$ cat src/hdl/mavt_pkg.sv
// ----------------------------------------------------------------------------
// mavt_pkg: shared types and constants of the multi-turn angle tracker
// Field widths, register codes, queue entry and status structs, FSM states.
// ----------------------------------------------------------------------------
package mavt_pkg;

    // field widths
    localparam int FRAME_WIDTH = 16;
    localparam int COUNT_W     = 16;
    localparam int TIME_W      = 32;
    localparam int TURNS_W     = 32;
    localparam int POS_W       = 48;
    localparam int VEL_W       = 40;
    localparam int RES_W       = 5;
    localparam int TOP_W       = 4;
    localparam int CFG_DATA_W  = 5;
    localparam int CFG_INDEX_W = 1;

    // datapath widths
    localparam int DT_W       = 19;
    localparam int MAG_W      = 39;
    localparam int MUL_SPLIT  = 20;
    localparam int RATE_W     = 20;
    localparam int PROD_W     = 59;
    localparam int DIV_CNT_W  = 6;

    // queue sizing
    localparam int QUEUE_DEPTH = 2;
    localparam int Q_PTR_W     = $clog2(QUEUE_DEPTH);
    localparam int Q_CNT_W     = $clog2(QUEUE_DEPTH + 1);

    // configuration register indexes
    localparam logic [CFG_INDEX_W-1:0] CFG_RESOLUTION_BITS = 1'b0;
    localparam logic [CFG_INDEX_W-1:0] CFG_DATA_TOP_BIT    = 1'b1;

    // register reset values and limits
    localparam logic [RES_W-1:0] RES_RESET = 5'd14;
    localparam logic [RES_W-1:0] RES_MAX   = 5'd16;
    localparam logic [TOP_W-1:0] TOP_RESET = 4'd13;

    localparam logic [FRAME_WIDTH-1:0] COUNT_MASK = 16'hFFFF;

    // jump test: |d| * 5 > 4 * counts per turn
    localparam logic [DT_W-1:0] JUMP_NUM = 19'd5;
    localparam logic [DT_W-1:0] JUMP_DEN = 19'd4;

    // elapsed time rules
    localparam logic [TIME_W-1:0] DT_LIMIT   = 32'd500000;
    localparam logic [DT_W-1:0]   DT_DEFAULT = 19'd1000;

    // velocity scaling and saturation
    localparam logic [RATE_W-1:0]  US_PER_S    = 20'd1000000;
    localparam logic [PROD_W-1:0]  VEL_POS_MAX = 59'h7F_FFFF_FFFF;
    localparam logic [PROD_W-1:0]  VEL_NEG_MAG = 59'h80_0000_0000;
    localparam logic [VEL_W-1:0]   VEL_SAT_POS = 40'h7F_FFFF_FFFF;
    localparam logic [VEL_W-1:0]   VEL_SAT_NEG = 40'h80_0000_0000;
    localparam logic [DIV_CNT_W-1:0] DIV_LAST  = 6'd58;

    // request handed from front end to back end
    typedef struct packed {
        logic [POS_W-1:0]   position;
        logic [COUNT_W-1:0] count;
        logic [POS_W-1:0]   delta;
        logic [DT_W-1:0]    dt;
        logic               start;
    } mavt_entry_t;

    // queue status seen by both ends
    typedef struct packed {
        logic empty;
        logic full;
    } mavt_qstat_t;

    typedef enum logic [1:0] {
        F_IDLE,
        F_UNWRAP,
        F_POSITION,
        F_PUSH
    } mavt_front_state_t;

    typedef enum logic [2:0] {
        B_IDLE,
        B_MUL_LO,
        B_MUL_HI,
        B_SUM,
        B_DIV,
        B_DONE
    } mavt_back_state_t;

endpackage

$ cat src/hdl/mavt_if.sv
// ----------------------------------------------------------------------------
// mavt_if: request channels of the multi-turn angle tracker
// Valid/ready channels for sensor samples in and tracking results out.
// ----------------------------------------------------------------------------
interface mavt_in_if
    import mavt_pkg::*;
();
    logic                   valid;
    logic                   ready;
    logic [FRAME_WIDTH-1:0] frame;
    logic [TIME_W-1:0]      now_us;
    logic                   start_req;

    modport source (output valid, output frame, output now_us, output start_req,
                    input ready);
    modport sink   (input valid, input frame, input now_us, input start_req,
                    output ready);
endinterface

interface mavt_out_if
    import mavt_pkg::*;
();
    logic                     valid;
    logic                     ready;
    logic signed [POS_W-1:0]  position;
    logic [COUNT_W-1:0]       count;
    logic signed [VEL_W-1:0]  velocity;

    modport source (output valid, output position, output count, output velocity,
                    input ready);
    modport sink   (input valid, input position, input count, input velocity,
                    output ready);
endinterface

$ cat src/hdl/multiturn_angle_velocity_tracker.sv
// Back end steps per sample: pop, split multiply over low and high halves, partial
// product sum, 59-step restoring divider and result load; a start sample or an oversized
// position change skips the multiply and divider. It pops no new sample until loaded.
// The front end takes a new sample only after queueing the last, while the 2-entry queue has room.
// Reset: resolution_bits 14, data_top_bit 13, turns and last sample state zero,
// queue and result register empty.
// ----------------------------------------------------------------------------
// multiturn_angle_velocity_tracker: multi-turn angle and velocity tracker
// Unwraps sensor counts into a signed position and derives counts per second.
// ----------------------------------------------------------------------------
module multiturn_angle_velocity_tracker
    import mavt_pkg::*;
(
    input  logic                   clk,
    input  logic                   rst_n,
    input  logic                   cfg_we,
    input  logic [CFG_INDEX_W-1:0] cfg_index,
    input  logic [CFG_DATA_W-1:0]  cfg_data,
    mavt_in_if.sink                in_ch,
    mavt_out_if.source             out_ch
);

    logic        push;
    logic        pop;
    logic        load;
    mavt_entry_t push_entry;
    mavt_entry_t pop_entry;
    mavt_qstat_t qstat;

    // sample intake and unwrapping
    mavt_front u_front (
        .clk        (clk),
        .rst_n      (rst_n),
        .cfg_we     (cfg_we),
        .cfg_index  (cfg_index),
        .cfg_data   (cfg_data),
        .in_ch      (in_ch),
        .push       (push),
        .push_entry (push_entry),
        .qstat      (qstat)
    );

    // request queue
    mavt_queue u_queue (
        .clk        (clk),
        .rst_n      (rst_n),
        .push       (push),
        .push_entry (push_entry),
        .pop        (pop),
        .pop_entry  (pop_entry),
        .qstat      (qstat)
    );

    // velocity math and result register
    mavt_back u_back (
        .clk       (clk),
        .rst_n     (rst_n),
        .pop       (pop),
        .pop_entry (pop_entry),
        .qstat     (qstat),
        .out_ch    (out_ch),
        .load      (load)
    );

`ifndef ASSERT_OFF
    // queue can never look empty and full at once
    assert property (@(posedge clk) disable iff (!rst_n)
        !(qstat.empty && qstat.full))
        else $error("queue status inconsistent");

    // front end takes one sample and then works on it
    assert property (@(posedge clk) disable iff (!rst_n)
        (in_ch.valid && in_ch.ready) |=> !in_ch.ready)
        else $error("sample taken while previous one in progress");

    // a finished result shows up on the output channel
    assert property (@(posedge clk) disable iff (!rst_n)
        load |=> out_ch.valid)
        else $error("result load lost");

    // back end pops only a non-empty queue
    assert property (@(posedge clk) disable iff (!rst_n)
        pop |-> !qstat.empty)
        else $error("pop from empty queue");
`endif

endmodule

$ cat src/hdl/mavt_front.sv
// ----------------------------------------------------------------------------
// mavt_front: sample intake and turn unwrapping
// Holds configuration and tracking state, extracts the count, unwraps turns,
// forms position, position change and elapsed time, and queues the request.
// ----------------------------------------------------------------------------
module mavt_front
    import mavt_pkg::*;
(
    input  logic                   clk,
    input  logic                   rst_n,
    input  logic                   cfg_we,
    input  logic [CFG_INDEX_W-1:0] cfg_index,
    input  logic [CFG_DATA_W-1:0]  cfg_data,
    mavt_in_if.sink                in_ch,
    output logic                   push,
    output mavt_entry_t            push_entry,
    input  mavt_qstat_t            qstat
);

    mavt_front_state_t state_reg, state_next;

    logic [RES_W-1:0]   res_reg;
    logic [TOP_W-1:0]   top_reg;
    logic [COUNT_W-1:0] cnt_reg, cnt_next;
    logic [TIME_W-1:0]  now_reg, now_next;
    logic               start_reg, start_next;
    logic [COUNT_W-1:0] last_count_reg, last_count_next;
    logic [TURNS_W-1:0] turns_reg, turns_next;
    logic [POS_W-1:0]   last_pos_reg, last_pos_next;
    logic [TIME_W-1:0]  last_time_reg, last_time_next;
    logic [DT_W-1:0]    dt_reg, dt_next;
    logic [POS_W-1:0]   pos_reg, pos_next;

    logic [RES_W-1:0]       eff_res;
    logic signed [6:0]      shift_s;
    logic [4:0]             shift_u;
    logic [FRAME_WIDTH-1:0] mask;
    logic [COUNT_W-1:0]     count_new;
    logic signed [COUNT_W:0] d;
    logic [COUNT_W:0]       dmag;
    logic [DT_W-1:0]        dmag5;
    logic [DT_W-1:0]        cpr4;
    logic                   jump;
    logic [TIME_W-1:0]      dt_raw;
    logic                   accept;

    // effective resolution, shift and mask
    always_comb
    begin
        eff_res   = (res_reg > RES_MAX) ? RES_MAX : res_reg;
        shift_s   = $signed({3'b000, top_reg}) + 7'sd1 - $signed({2'b00, eff_res});
        shift_u   = shift_s[6] ? 5'd0 : shift_s[4:0];
        mask      = COUNT_MASK >> (RES_MAX - eff_res);
        count_new = (in_ch.frame >> shift_u) & mask;
    end

    // jump test and elapsed time
    always_comb
    begin
        d      = $signed({1'b0, cnt_reg}) - $signed({1'b0, last_count_reg});
        dmag   = d[COUNT_W] ? COUNT_W'(0) - d : d;
        dmag5  = DT_W'(dmag) * JUMP_NUM;
        cpr4   = JUMP_DEN << eff_res;
        jump   = dmag5 > cpr4;
        dt_raw = now_reg - last_time_reg;
    end

    // next state
    always_comb
    begin
        state_next = state_reg;
        unique case (state_reg)
            F_IDLE:
            begin
                if (in_ch.valid)
                    state_next = F_UNWRAP;
            end
            F_UNWRAP:   state_next = F_POSITION;
            F_POSITION: state_next = F_PUSH;
            F_PUSH:
            begin
                if (!qstat.full)
                    state_next = F_IDLE;
            end
        endcase
    end

    // outputs and datapath
    always_comb
    begin
        in_ch.ready     = 1'b0;
        push            = 1'b0;
        accept          = 1'b0;
        cnt_next        = cnt_reg;
        now_next        = now_reg;
        start_next      = start_reg;
        last_count_next = last_count_reg;
        turns_next      = turns_reg;
        last_pos_next   = last_pos_reg;
        last_time_next  = last_time_reg;
        dt_next         = dt_reg;
        pos_next        = pos_reg;
        unique case (state_reg)
            F_IDLE:
            begin
                in_ch.ready = 1'b1;
                accept      = in_ch.valid;
                if (accept)
                begin
                    cnt_next   = count_new;
                    now_next   = in_ch.now_us;
                    start_next = in_ch.start_req;
                end
            end
            F_UNWRAP:
            begin
                if (start_reg)
                    turns_next = '0;
                else if (jump)
                    turns_next = d[COUNT_W] ? turns_reg + 1'b1 : turns_reg - 1'b1;
                last_count_next = cnt_reg;
                last_time_next  = now_reg;
                if (dt_raw == '0 || dt_raw > DT_LIMIT)
                    dt_next = DT_DEFAULT;
                else
                    dt_next = dt_raw[DT_W-1:0];
            end
            F_POSITION:
            begin
                pos_next = ({{(POS_W-TURNS_W){turns_reg[TURNS_W-1]}}, turns_reg} << eff_res)
                         + POS_W'(cnt_reg);
            end
            F_PUSH:
            begin
                push = !qstat.full;
                if (push)
                    last_pos_next = pos_reg;
            end
        endcase
    end

    // queued request
    always_comb
    begin
        push_entry.position = pos_reg;
        push_entry.count    = cnt_reg;
        push_entry.delta    = pos_reg - last_pos_reg;
        push_entry.dt       = dt_reg;
        push_entry.start    = start_reg;
    end

    // control, configuration and tracking state
    always_ff @(posedge clk or negedge rst_n)
    begin
        if (!rst_n)
        begin
            state_reg      <= F_IDLE;
            res_reg        <= RES_RESET;
            top_reg        <= TOP_RESET;
            last_count_reg <= '0;
            turns_reg      <= '0;
            last_pos_reg   <= '0;
            last_time_reg  <= '0;
        end
        else
        begin
            state_reg      <= state_next;
            last_count_reg <= last_count_next;
            turns_reg      <= turns_next;
            last_pos_reg   <= last_pos_next;
            last_time_reg  <= last_time_next;
            if (cfg_we)
            begin
                unique case (cfg_index)
                    CFG_RESOLUTION_BITS: res_reg <= cfg_data[RES_W-1:0];
                    CFG_DATA_TOP_BIT:    top_reg <= cfg_data[TOP_W-1:0];
                endcase
            end
        end
    end

    // sample payload
    always_ff @(posedge clk)
    begin
        cnt_reg   <= cnt_next;
        now_reg   <= now_next;
        start_reg <= start_next;
        dt_reg    <= dt_next;
        pos_reg   <= pos_next;
    end

endmodule

$ cat src/hdl/mavt_queue.sv
// ----------------------------------------------------------------------------
// mavt_queue: short request queue between front end and back end
// Small register FIFO so that intake and velocity math stall independently.
// ----------------------------------------------------------------------------
module mavt_queue
    import mavt_pkg::*;
(
    input  logic        clk,
    input  logic        rst_n,
    input  logic        push,
    input  mavt_entry_t push_entry,
    input  logic        pop,
    output mavt_entry_t pop_entry,
    output mavt_qstat_t qstat
);

    mavt_entry_t        entries_reg [QUEUE_DEPTH];
    logic [Q_PTR_W-1:0] wr_ptr_reg, wr_ptr_next;
    logic [Q_PTR_W-1:0] rd_ptr_reg, rd_ptr_next;
    logic [Q_CNT_W-1:0] fill_reg, fill_next;

    // pointer and fill update
    always_comb
    begin
        wr_ptr_next = wr_ptr_reg;
        rd_ptr_next = rd_ptr_reg;
        fill_next   = fill_reg;
        if (push)
            wr_ptr_next = (wr_ptr_reg == Q_PTR_W'(QUEUE_DEPTH - 1)) ? '0 : wr_ptr_reg + 1'b1;
        if (pop)
            rd_ptr_next = (rd_ptr_reg == Q_PTR_W'(QUEUE_DEPTH - 1)) ? '0 : rd_ptr_reg + 1'b1;
        if (push && !pop)
            fill_next = fill_reg + 1'b1;
        else if (pop && !push)
            fill_next = fill_reg - 1'b1;
    end

    assign qstat.empty = (fill_reg == '0);
    assign qstat.full  = (fill_reg == Q_CNT_W'(QUEUE_DEPTH));
    assign pop_entry   = entries_reg[rd_ptr_reg];

    always_ff @(posedge clk or negedge rst_n)
    begin
        if (!rst_n)
        begin
            wr_ptr_reg <= '0;
            rd_ptr_reg <= '0;
            fill_reg   <= '0;
        end
        else
        begin
            wr_ptr_reg <= wr_ptr_next;
            rd_ptr_reg <= rd_ptr_next;
            fill_reg   <= fill_next;
        end
    end

    // entry storage
    always_ff @(posedge clk)
    begin
        if (push)
            entries_reg[wr_ptr_reg] <= push_entry;
    end

endmodule

$ cat src/hdl/mavt_back.sv
// ----------------------------------------------------------------------------
// mavt_back: velocity computation and result register
// Splits the scaling multiply into low and high halves, runs a restoring divider one
// quotient bit per cycle, saturates and loads the output register.
// ----------------------------------------------------------------------------
module mavt_back
    import mavt_pkg::*;
(
    input  logic        clk,
    input  logic        rst_n,
    output logic        pop,
    input  mavt_entry_t pop_entry,
    input  mavt_qstat_t qstat,
    mavt_out_if.source  out_ch,
    output logic        load
);

    mavt_back_state_t state_reg, state_next;

    logic [POS_W-1:0]     pos_reg, pos_next;
    logic [COUNT_W-1:0]   count_reg, count_next;
    logic                 start_reg, start_next;
    logic                 neg_reg, neg_next;
    logic                 big_reg, big_next;
    logic [MAG_W-1:0]     mag_reg, mag_next;
    logic [DT_W-1:0]      dt_reg, dt_next;
    logic [MAG_W:0]       pp_reg, pp_next;
    logic [PROD_W-1:0]    dvd_reg, dvd_next;
    logic [DT_W-1:0]      rem_reg, rem_next;
    logic [DIV_CNT_W-1:0] step_reg, step_next;

    logic                 out_valid_reg, out_valid_next;
    logic [POS_W-1:0]     out_pos_reg;
    logic [COUNT_W-1:0]   out_count_reg;
    logic [VEL_W-1:0]     out_vel_reg;

    logic [POS_W-1:0] mag48;
    logic             delta_neg;
    logic [DT_W:0]    trial;
    logic             ge;
    logic             pos_over;
    logic             neg_over;
    logic [VEL_W-1:0] vel;
    logic             out_free;

    // magnitude of the position change
    always_comb
    begin
        delta_neg = pop_entry.delta[POS_W-1];
        mag48     = delta_neg ? POS_W'(0) - pop_entry.delta : pop_entry.delta;
    end

    // divider step
    always_comb
    begin
        trial = {rem_reg, dvd_reg[PROD_W-1]};
        ge    = trial >= {1'b0, dt_reg};
    end

    // saturation and sign
    always_comb
    begin
        pos_over = big_reg || (dvd_reg > VEL_POS_MAX);
        neg_over = big_reg || (dvd_reg > VEL_NEG_MAG);
        if (start_reg)
            vel = '0;
        else if (neg_reg)
            vel = neg_over ? VEL_SAT_NEG : VEL_W'(0) - dvd_reg[VEL_W-1:0];
        else
            vel = pos_over ? VEL_SAT_POS : dvd_reg[VEL_W-1:0];
    end

    assign out_free = !out_valid_reg || out_ch.ready;

    // next state
    always_comb
    begin
        state_next = state_reg;
        unique case (state_reg)
            B_IDLE:
            begin
                if (!qstat.empty)
                begin
                    if (pop_entry.start || (|mag48[POS_W-1:MAG_W]))
                        state_next = B_DONE;
                    else
                        state_next = B_MUL_LO;
                end
            end
            B_MUL_LO: state_next = B_MUL_HI;
            B_MUL_HI: state_next = B_SUM;
            B_SUM:    state_next = B_DIV;
            B_DIV:
            begin
                if (step_reg == DIV_LAST)
                    state_next = B_DONE;
            end
            B_DONE:
            begin
                if (out_free)
                    state_next = B_IDLE;
            end
            default:  state_next = B_IDLE;
        endcase
    end

    // outputs and datapath
    always_comb
    begin
        pop        = 1'b0;
        load       = 1'b0;
        pos_next   = pos_reg;
        count_next = count_reg;
        start_next = start_reg;
        neg_next   = neg_reg;
        big_next   = big_reg;
        mag_next   = mag_reg;
        dt_next    = dt_reg;
        pp_next    = pp_reg;
        dvd_next   = dvd_reg;
        rem_next   = rem_reg;
        step_next  = step_reg;
        unique case (state_reg)
            B_IDLE:
            begin
                pop = !qstat.empty;
                if (pop)
                begin
                    pos_next   = pop_entry.position;
                    count_next = pop_entry.count;
                    start_next = pop_entry.start;
                    neg_next   = delta_neg;
                    big_next   = |mag48[POS_W-1:MAG_W];
                    mag_next   = mag48[MAG_W-1:0];
                    dt_next    = pop_entry.dt;
                end
            end
            B_MUL_LO:
            begin
                pp_next = (MAG_W+1)'(mag_reg[MUL_SPLIT-1:0]) * (MAG_W+1)'(US_PER_S);
            end
            B_MUL_HI:
            begin
                dvd_next = PROD_W'(pp_reg);
                pp_next  = (MAG_W+1)'(mag_reg[MAG_W-1:MUL_SPLIT]) * (MAG_W+1)'(US_PER_S);
            end
            B_SUM:
            begin
                dvd_next  = dvd_reg + (PROD_W'(pp_reg) << MUL_SPLIT);
                rem_next  = '0;
                step_next = '0;
            end
            B_DIV:
            begin
                rem_next  = ge ? DT_W'(trial - {1'b0, dt_reg}) : trial[DT_W-1:0];
                dvd_next  = {dvd_reg[PROD_W-2:0], ge};
                step_next = step_reg + 1'b1;
            end
            B_DONE:
            begin
                load = out_free;
            end
            default:
            begin
                pop = 1'b0;
            end
        endcase
    end

    // result register handshake
    always_comb
    begin
        if (load)
            out_valid_next = 1'b1;
        else if (out_ch.ready)
            out_valid_next = 1'b0;
        else
            out_valid_next = out_valid_reg;
    end

    assign out_ch.valid    = out_valid_reg;
    assign out_ch.position = out_pos_reg;
    assign out_ch.count    = out_count_reg;
    assign out_ch.velocity = out_vel_reg;

    always_ff @(posedge clk or negedge rst_n)
    begin
        if (!rst_n)
        begin
            state_reg     <= B_IDLE;
            out_valid_reg <= 1'b0;
        end
        else
        begin
            state_reg     <= state_next;
            out_valid_reg <= out_valid_next;
        end
    end

    // working and result payload
    always_ff @(posedge clk)
    begin
        pos_reg   <= pos_next;
        count_reg <= count_next;
        start_reg <= start_next;
        neg_reg   <= neg_next;
        big_reg   <= big_next;
        mag_reg   <= mag_next;
        dt_reg    <= dt_next;
        pp_reg    <= pp_next;
        dvd_reg   <= dvd_next;
        rem_reg   <= rem_next;
        step_reg  <= step_next;
        if (load)
        begin
            out_pos_reg   <= pos_reg;
            out_count_reg <= count_reg;
            out_vel_reg   <= vel;
        end
    end

endmodule

$ cat src/flat_wrapper.sv
// flat-port wrapper written by rule: the top's interface ports become plain ports
module multiturn_angle_velocity_tracker_flat import mavt_pkg::*;
  (clk, rst_n, cfg_we, cfg_index, cfg_data, in_ch_valid, in_ch_frame, in_ch_now_us, in_ch_start_req, in_ch_ready, out_ch_valid, out_ch_position, out_ch_count, out_ch_velocity, out_ch_ready);
  mavt_in_if in_ch_i ();
  mavt_out_if out_ch_i ();
  input  logic clk;
  input  logic rst_n;
  input  logic cfg_we;
  input  logic [CFG_INDEX_W-1:0] cfg_index;
  input  logic [CFG_DATA_W-1:0] cfg_data;
  input wire logic [$bits(in_ch_i.valid)-1:0] in_ch_valid;
  input wire logic [$bits(in_ch_i.frame)-1:0] in_ch_frame;
  input wire logic [$bits(in_ch_i.now_us)-1:0] in_ch_now_us;
  input wire logic [$bits(in_ch_i.start_req)-1:0] in_ch_start_req;
  output wire logic [$bits(in_ch_i.ready)-1:0] in_ch_ready;
  output wire logic [$bits(out_ch_i.valid)-1:0] out_ch_valid;
  output wire logic [$bits(out_ch_i.position)-1:0] out_ch_position;
  output wire logic [$bits(out_ch_i.count)-1:0] out_ch_count;
  output wire logic [$bits(out_ch_i.velocity)-1:0] out_ch_velocity;
  input wire logic [$bits(out_ch_i.ready)-1:0] out_ch_ready;
  assign in_ch_i.valid = in_ch_valid;
  assign in_ch_i.frame = in_ch_frame;
  assign in_ch_i.now_us = in_ch_now_us;
  assign in_ch_i.start_req = in_ch_start_req;
  assign in_ch_ready = in_ch_i.ready;
  assign out_ch_valid = out_ch_i.valid;
  assign out_ch_position = out_ch_i.position;
  assign out_ch_count = out_ch_i.count;
  assign out_ch_velocity = out_ch_i.velocity;
  assign out_ch_i.ready = out_ch_ready;
  multiturn_angle_velocity_tracker u_core (.clk(clk), .rst_n(rst_n), .cfg_we(cfg_we), .cfg_index(cfg_index), .cfg_data(cfg_data), .in_ch(in_ch_i), .out_ch(out_ch_i));
endmodule
$ cat config.mk
export PLATFORM = sky130hd
export DESIGN_NAME = multiturn_angle_velocity_tracker_flat
export DESIGN_NICKNAME = d
export VERILOG_FILES = /design/src/hdl/mavt_pkg.sv /design/src/hdl/mavt_if.sv /design/src/hdl/multiturn_angle_velocity_tracker.sv /design/src/hdl/mavt_front.sv /design/src/hdl/mavt_queue.sv /design/src/hdl/mavt_back.sv /design/src/flat_wrapper.sv
export SDC_FILE = /design/constraint.sdc
export NUM_CORES = 2
export LEC_CHECK = 0
export CAP_MARGIN = 40
export CORE_MARGIN = 1.5
export CORE_UTILIZATION = 28
export DETAILED_ROUTE_END_ITERATION = 16
export DONT_BUFFER_PORTS = 1
export PLACE_DENSITY_LB_ADDON = 0.2
export SETUP_SLACK_MARGIN = 0.02
export SYNTH_ARGS = -nofsm -noshare
export SYNTH_HDL_FRONTEND = slang
export SYNTH_HIERARCHICAL = 1
export SYNTH_SLANG_ARGS = --single-unit
$ cat constraint.sdc
create_clock -name clk -period 22.2 [get_ports clk]
set_clock_uncertainty 0.15 [all_clocks]
set_input_delay 2.22 -clock clk [delete_from_list [all_inputs] [get_ports clk]]
set_output_delay 2.22 -clock clk [all_outputs]
set_load 0.1 [all_outputs]
==> summary.md <==
| Metric | Value |
|---|---|
| Status | finished, final reports clean |
| Core outline area | 203000 sq um |
| Clock period minus final worst setup slack | 8.92 ns |
| Post-route worst hold slack | 0.239 ns |
| Switching part of the total | 40.4% |
| 1st-pass router iterations | 6 |
| Share of total power in the clock network | 19.6% |
| Worst-case vdd ir drop | 232 uV |
| Setup repair after global routing missed its margin | false |
| Cell count after synthesis | 5123 |
| Power per cell area | 137 nW/um^2 |
| Global-route usage over all layers | 14.0% |
| Post-Synthesis Mean Instance Area | 11.2 sq um |
| IO buf count | 0 |
| Max FFs per register | 264 |
| Share of flip-flops with an asynchronous set or reset after synthesis | 16.8% |
| Library cell with the largest summed area after synthesis | sky130_fd_sc_hd__edfxtp_1 |
| First-pass GRT wire length | 228000 um |
| Element type at the critical path end | flip-flop |
| Die Span X | 455 um |
| Number of nets still failing antenna checks after routing | 0 |
| Post-synthesis cell area | 57200 sq um |
| Number of global-route vias before repair | 39200 |
| Portion of the post-synthesis area used by sequential elements | 44.6% |
| Estimated wirelength of the detail-placed design | 109000 um |
| Post-cts sizing count | 0 |
| Req. time, crit path | 22.64 ns |
| Clock tree sinks | 874 |
| Number of post-CTS setup repair buffers | 0 |
| Final worst-path cycle share | 40.2% |
| Vertical extent of the die | 455 um |
| Dominant synthesized flop cell | sky130_fd_sc_hd__edfxtp_1 |
| Reported net switching power | 0.00363 W |
| Fillers | 20200 |
| Largest net degree at the start of global routing | 148 |
| Highest clock frequency the design can meet | 112 MHz |
| Via count normalized by instance count | 4.80 |
| Commonest non-fill, non-tap cell in the layout | sky130_fd_sc_hd__edfxtp_1 |
| Maximum root-to-sink buffer count | 3 |
| Htree depth | 3 |
| Final total negative setup slack | 0 ns |
| Area enclosed by the die boundary | 207000 sq um |
| Data arrival time of the critical path | 9.36 ns |
| Source-to-sink clock delay at the later pin of the worst-skew pair | 0.75 ns |
| Share of the core filled with cells in the final layout | 32.5% |
| Number of pins with negative max-slew slack in the final report | 0 |
| Cell family with most CP delay | compound AO/OA/AOI/OAI gates |
| Share of final-layout standard cells stronger than drive strength 1 | 10.3% |
| Final routed wire length divided by cell count | 18.4 um |
| Leakage power | 25.9 nW |
| Cell types with the largest area share after synthesis | sky130_fd_sc_hd__edfxtp_1 (38%), sky130_fd_sc_hd__ha_1 (11%), sky130_fd_sc_hd__dfrtp_1 (6.2%), sky130_fd_sc_hd__fa_1 (5.4%), sky130_fd_sc_hd__xnor2_1 (3.3%) |
| Final nets | 5893 |
| Tightest slew margin relative to the limit | 37.6% |
| Unique masters post-synth | 102 |
| Boundary Pins | 166 |
| Largest driver fanout on the critical path | 46 |
| Cell-internal power | 0.00537 W |
| Clock-pin slew on the worst setup and hold paths | 0.06 ns |
| Number of placement rows | 165 |
| CTS Root Cell | sky130_fd_sc_hd__clkbuf_16 |
| Power share of the sequential group | 27.7% |
| Area share of the largest cell type after synthesis | 38.2% |
| Number of CTS-inserted buffers | 104 |
| TritonCTS clock tree | yes |
| Max-cap violation count | 0 |
| Number of nets produced by synthesis | 5828 |
| Placer Congestion | 0.847 |
| Number of flip-flops and latches in the synthesized netlist | 874 |
| Total wire length | 146000 um |
| Antenna violations before repair | 3 |
| Commonest cells after routing, fill and taps aside | sky130_fd_sc_hd__edfxtp_1 (727), sky130_fd_sc_hd__ha_1 (489), sky130_fd_sc_hd__inv_1 (417) |
| Crit Path Category | flip-flop to flip-flop |
| Cell with the largest stage delay on the worst path | sky130_fd_sc_hd__or4_1 |
| Synthesis-to-finish area growth | 15.1% |
| # hold bufs at CTS | 0 |
| Part of the total power dissipated in combinational logic | 52.7% |
| Count of synthesis-stage warnings from yosys | 6 |
| Initial core utilization | 28.2% |
| Final-report setup violation count | 0 |
| Overflow left after global routing | 0 |
| Worst stage delay on the critical path | 0.52 ns |
| Least-Margin Pin Slew | 0.924 ns |
| Final Hold Viols | 0 |
| Count of buffering cells on the critical path with inverters included | 7 |
| Number of instances in the placed design | 7750 |
| Number of design rule violations left after detail routing | 0 |
| Total number of vias | 38100 |
| Type of the worst min-delay path | flip-flop to flip-flop |
| Number of flops mapped to enable cells by yosys | 727 |
| Worst setup SP type | flip-flop |
| Post-route non-filler standard cell count | 7948 |
| Detailed router's first-iteration violation count | 2111 |
## cells in the mapped netlist (19+ instances only)
library cell                 n
sky130_fd_sc_hd__dfrtp_1   141
sky130_fd_sc_hd__a22o_1     27
sky130_fd_sc_hd__o21a_1     44
sky130_fd_sc_hd__or3_1      47
sky130_fd_sc_hd__mux2i_1    89
sky130_fd_sc_hd__fa_1      154
sky130_fd_sc_hd__nor4_1     32
sky130_fd_sc_hd__o211ai_1   21
sky130_fd_sc_hd__mux4_2     22
sky130_fd_sc_hd__nand4_1    32
sky130_fd_sc_hd__a21o_1    101
sky130_fd_sc_hd__xnor2_1   214
sky130_fd_sc_hd__nor2_1    295
sky130_fd_sc_hd__buf_2      20
sky130_fd_sc_hd__a211oi_1   52
sky130_fd_sc_hd__nand3_1    67
sky130_fd_sc_hd__mux2_2     82
sky130_fd_sc_hd__xor2_1    103
sky130_fd_sc_hd__clkbuf_1  117
sky130_fd_sc_hd__o31ai_1    51
sky130_fd_sc_hd__a21boi_0   19
sky130_fd_sc_hd__edfxtp_1  727
sky130_fd_sc_hd__mux2_4     70
sky130_fd_sc_hd__nor2b_1    64
sky130_fd_sc_hd__a31oi_1    45
sky130_fd_sc_hd__nand2_1   381
sky130_fd_sc_hd__inv_1     417
sky130_fd_sc_hd__nor3_1     85
sky130_fd_sc_hd__and2_1     25
sky130_fd_sc_hd__ha_1      491
sky130_fd_sc_hd__and3_1     23
sky130_fd_sc_hd__a21oi_1   318
sky130_fd_sc_hd__or2_2      27
sky130_fd_sc_hd__o21bai_1   27
sky130_fd_sc_hd__o21ai_0   314
sky130_fd_sc_hd__nand2b_1   68
## kinds of logic (layout without fill, tap and decap cells)
| family | after synthesis | after routing | synth area share [%] |
|---|---|---|---|
| adders and majority gates | 645 | 645 | 16.1 |
| xor gates and xnor gates | 317 | 317 | 4.86 |
| and+or+nand+nor | 1238 | 1238 | 10.6 |
| DFF | 874 | 874 | 44.6 |
| muxes | 276 | 276 | 6.47 |
| other | 0 | 2 | 0 |
| buffers and inverters | 590 | 741 | 4.19 |
| AOI/OAI and AO/OA | 1183 | 1183 | 13.1 |
## path summary, 6_finish.rpt
kind                                       startpoint                               end  slack [ns]  cells past startpoint
setup / recovery            u_core/u_front/cnt_reg[0]      u_core/u_front/turns_reg[14]       13.28                     40
hold / removal             u_core/u_back/count_reg[8]     u_core/u_back/out_ch.count[8]        0.24                      0
setup reg to reg            u_core/u_front/cnt_reg[0]      u_core/u_front/turns_reg[14]       13.28                     40
hold reg to reg            u_core/u_back/count_reg[8]     u_core/u_back/out_ch.count[8]        0.24                      0
max in group asynchronous                       rst_n  u_core/u_front/last_time_reg[29]       20.58                      0
min in group asynchronous                       rst_n       u_core/u_front/turns_reg[0]        1.02                      0
## power groups by stage
stage / combinational [W] / sequential, W / clock (W)
after global routing: 0.00538 / 0.00253 / 0.00189
final: 0.00474 / 0.00249 / 0.00177
after global placement: 0.00463 / 0.00252 / 0
after detailed placement: 0.00473 / 0.00253 / 0
after CTS: 0.00476 / 0.00250 / 0.00183
after floorplan: 0.00370 / 0.00245 / 0
## final cells by class
cell class	count	area (sq um)	share of cell area [%]
Multi-Input combinational cell	3659	29400	44.6
Tap cell	2672	3340	5.08
Inverter	422	1600	2.43
Antenna cell	2	5.00	0.00760
Clock buffer	138	2830	4.30
Clock inverter	54	679	1.03
Timing Repair Buffer	127	2490	3.79
Sequential cell	874	25500	38.8
## per-stage QoR
stage / power [W] / cell area (sq um) / setup WS [ns]
floorplan: 0.00615 / 57200 / 8.00
global placement: 0.00716 / 60100 / 12.61
detailed placement: 0.00726 / 62200 / 12.87
CTS: 0.00910 / 65700 / 12.86
global route: 0.00980 / 65800 / 12.25
finish: 0.00900 / 65800 / 13.28
## metal layers
layer | vias to the layer above | wire [um] | global-route usage [%]
li1 | 18900 | - | -
met1 | 18500 | 65400 | 17.8
met2 | 536 | 71200 | 24.3
met3 | 191 | 4710 | 1.89
met4 | 2 | 4540 | 4.96
met5 | - | 13 | 0
Power figures use the tool's default switching activity.
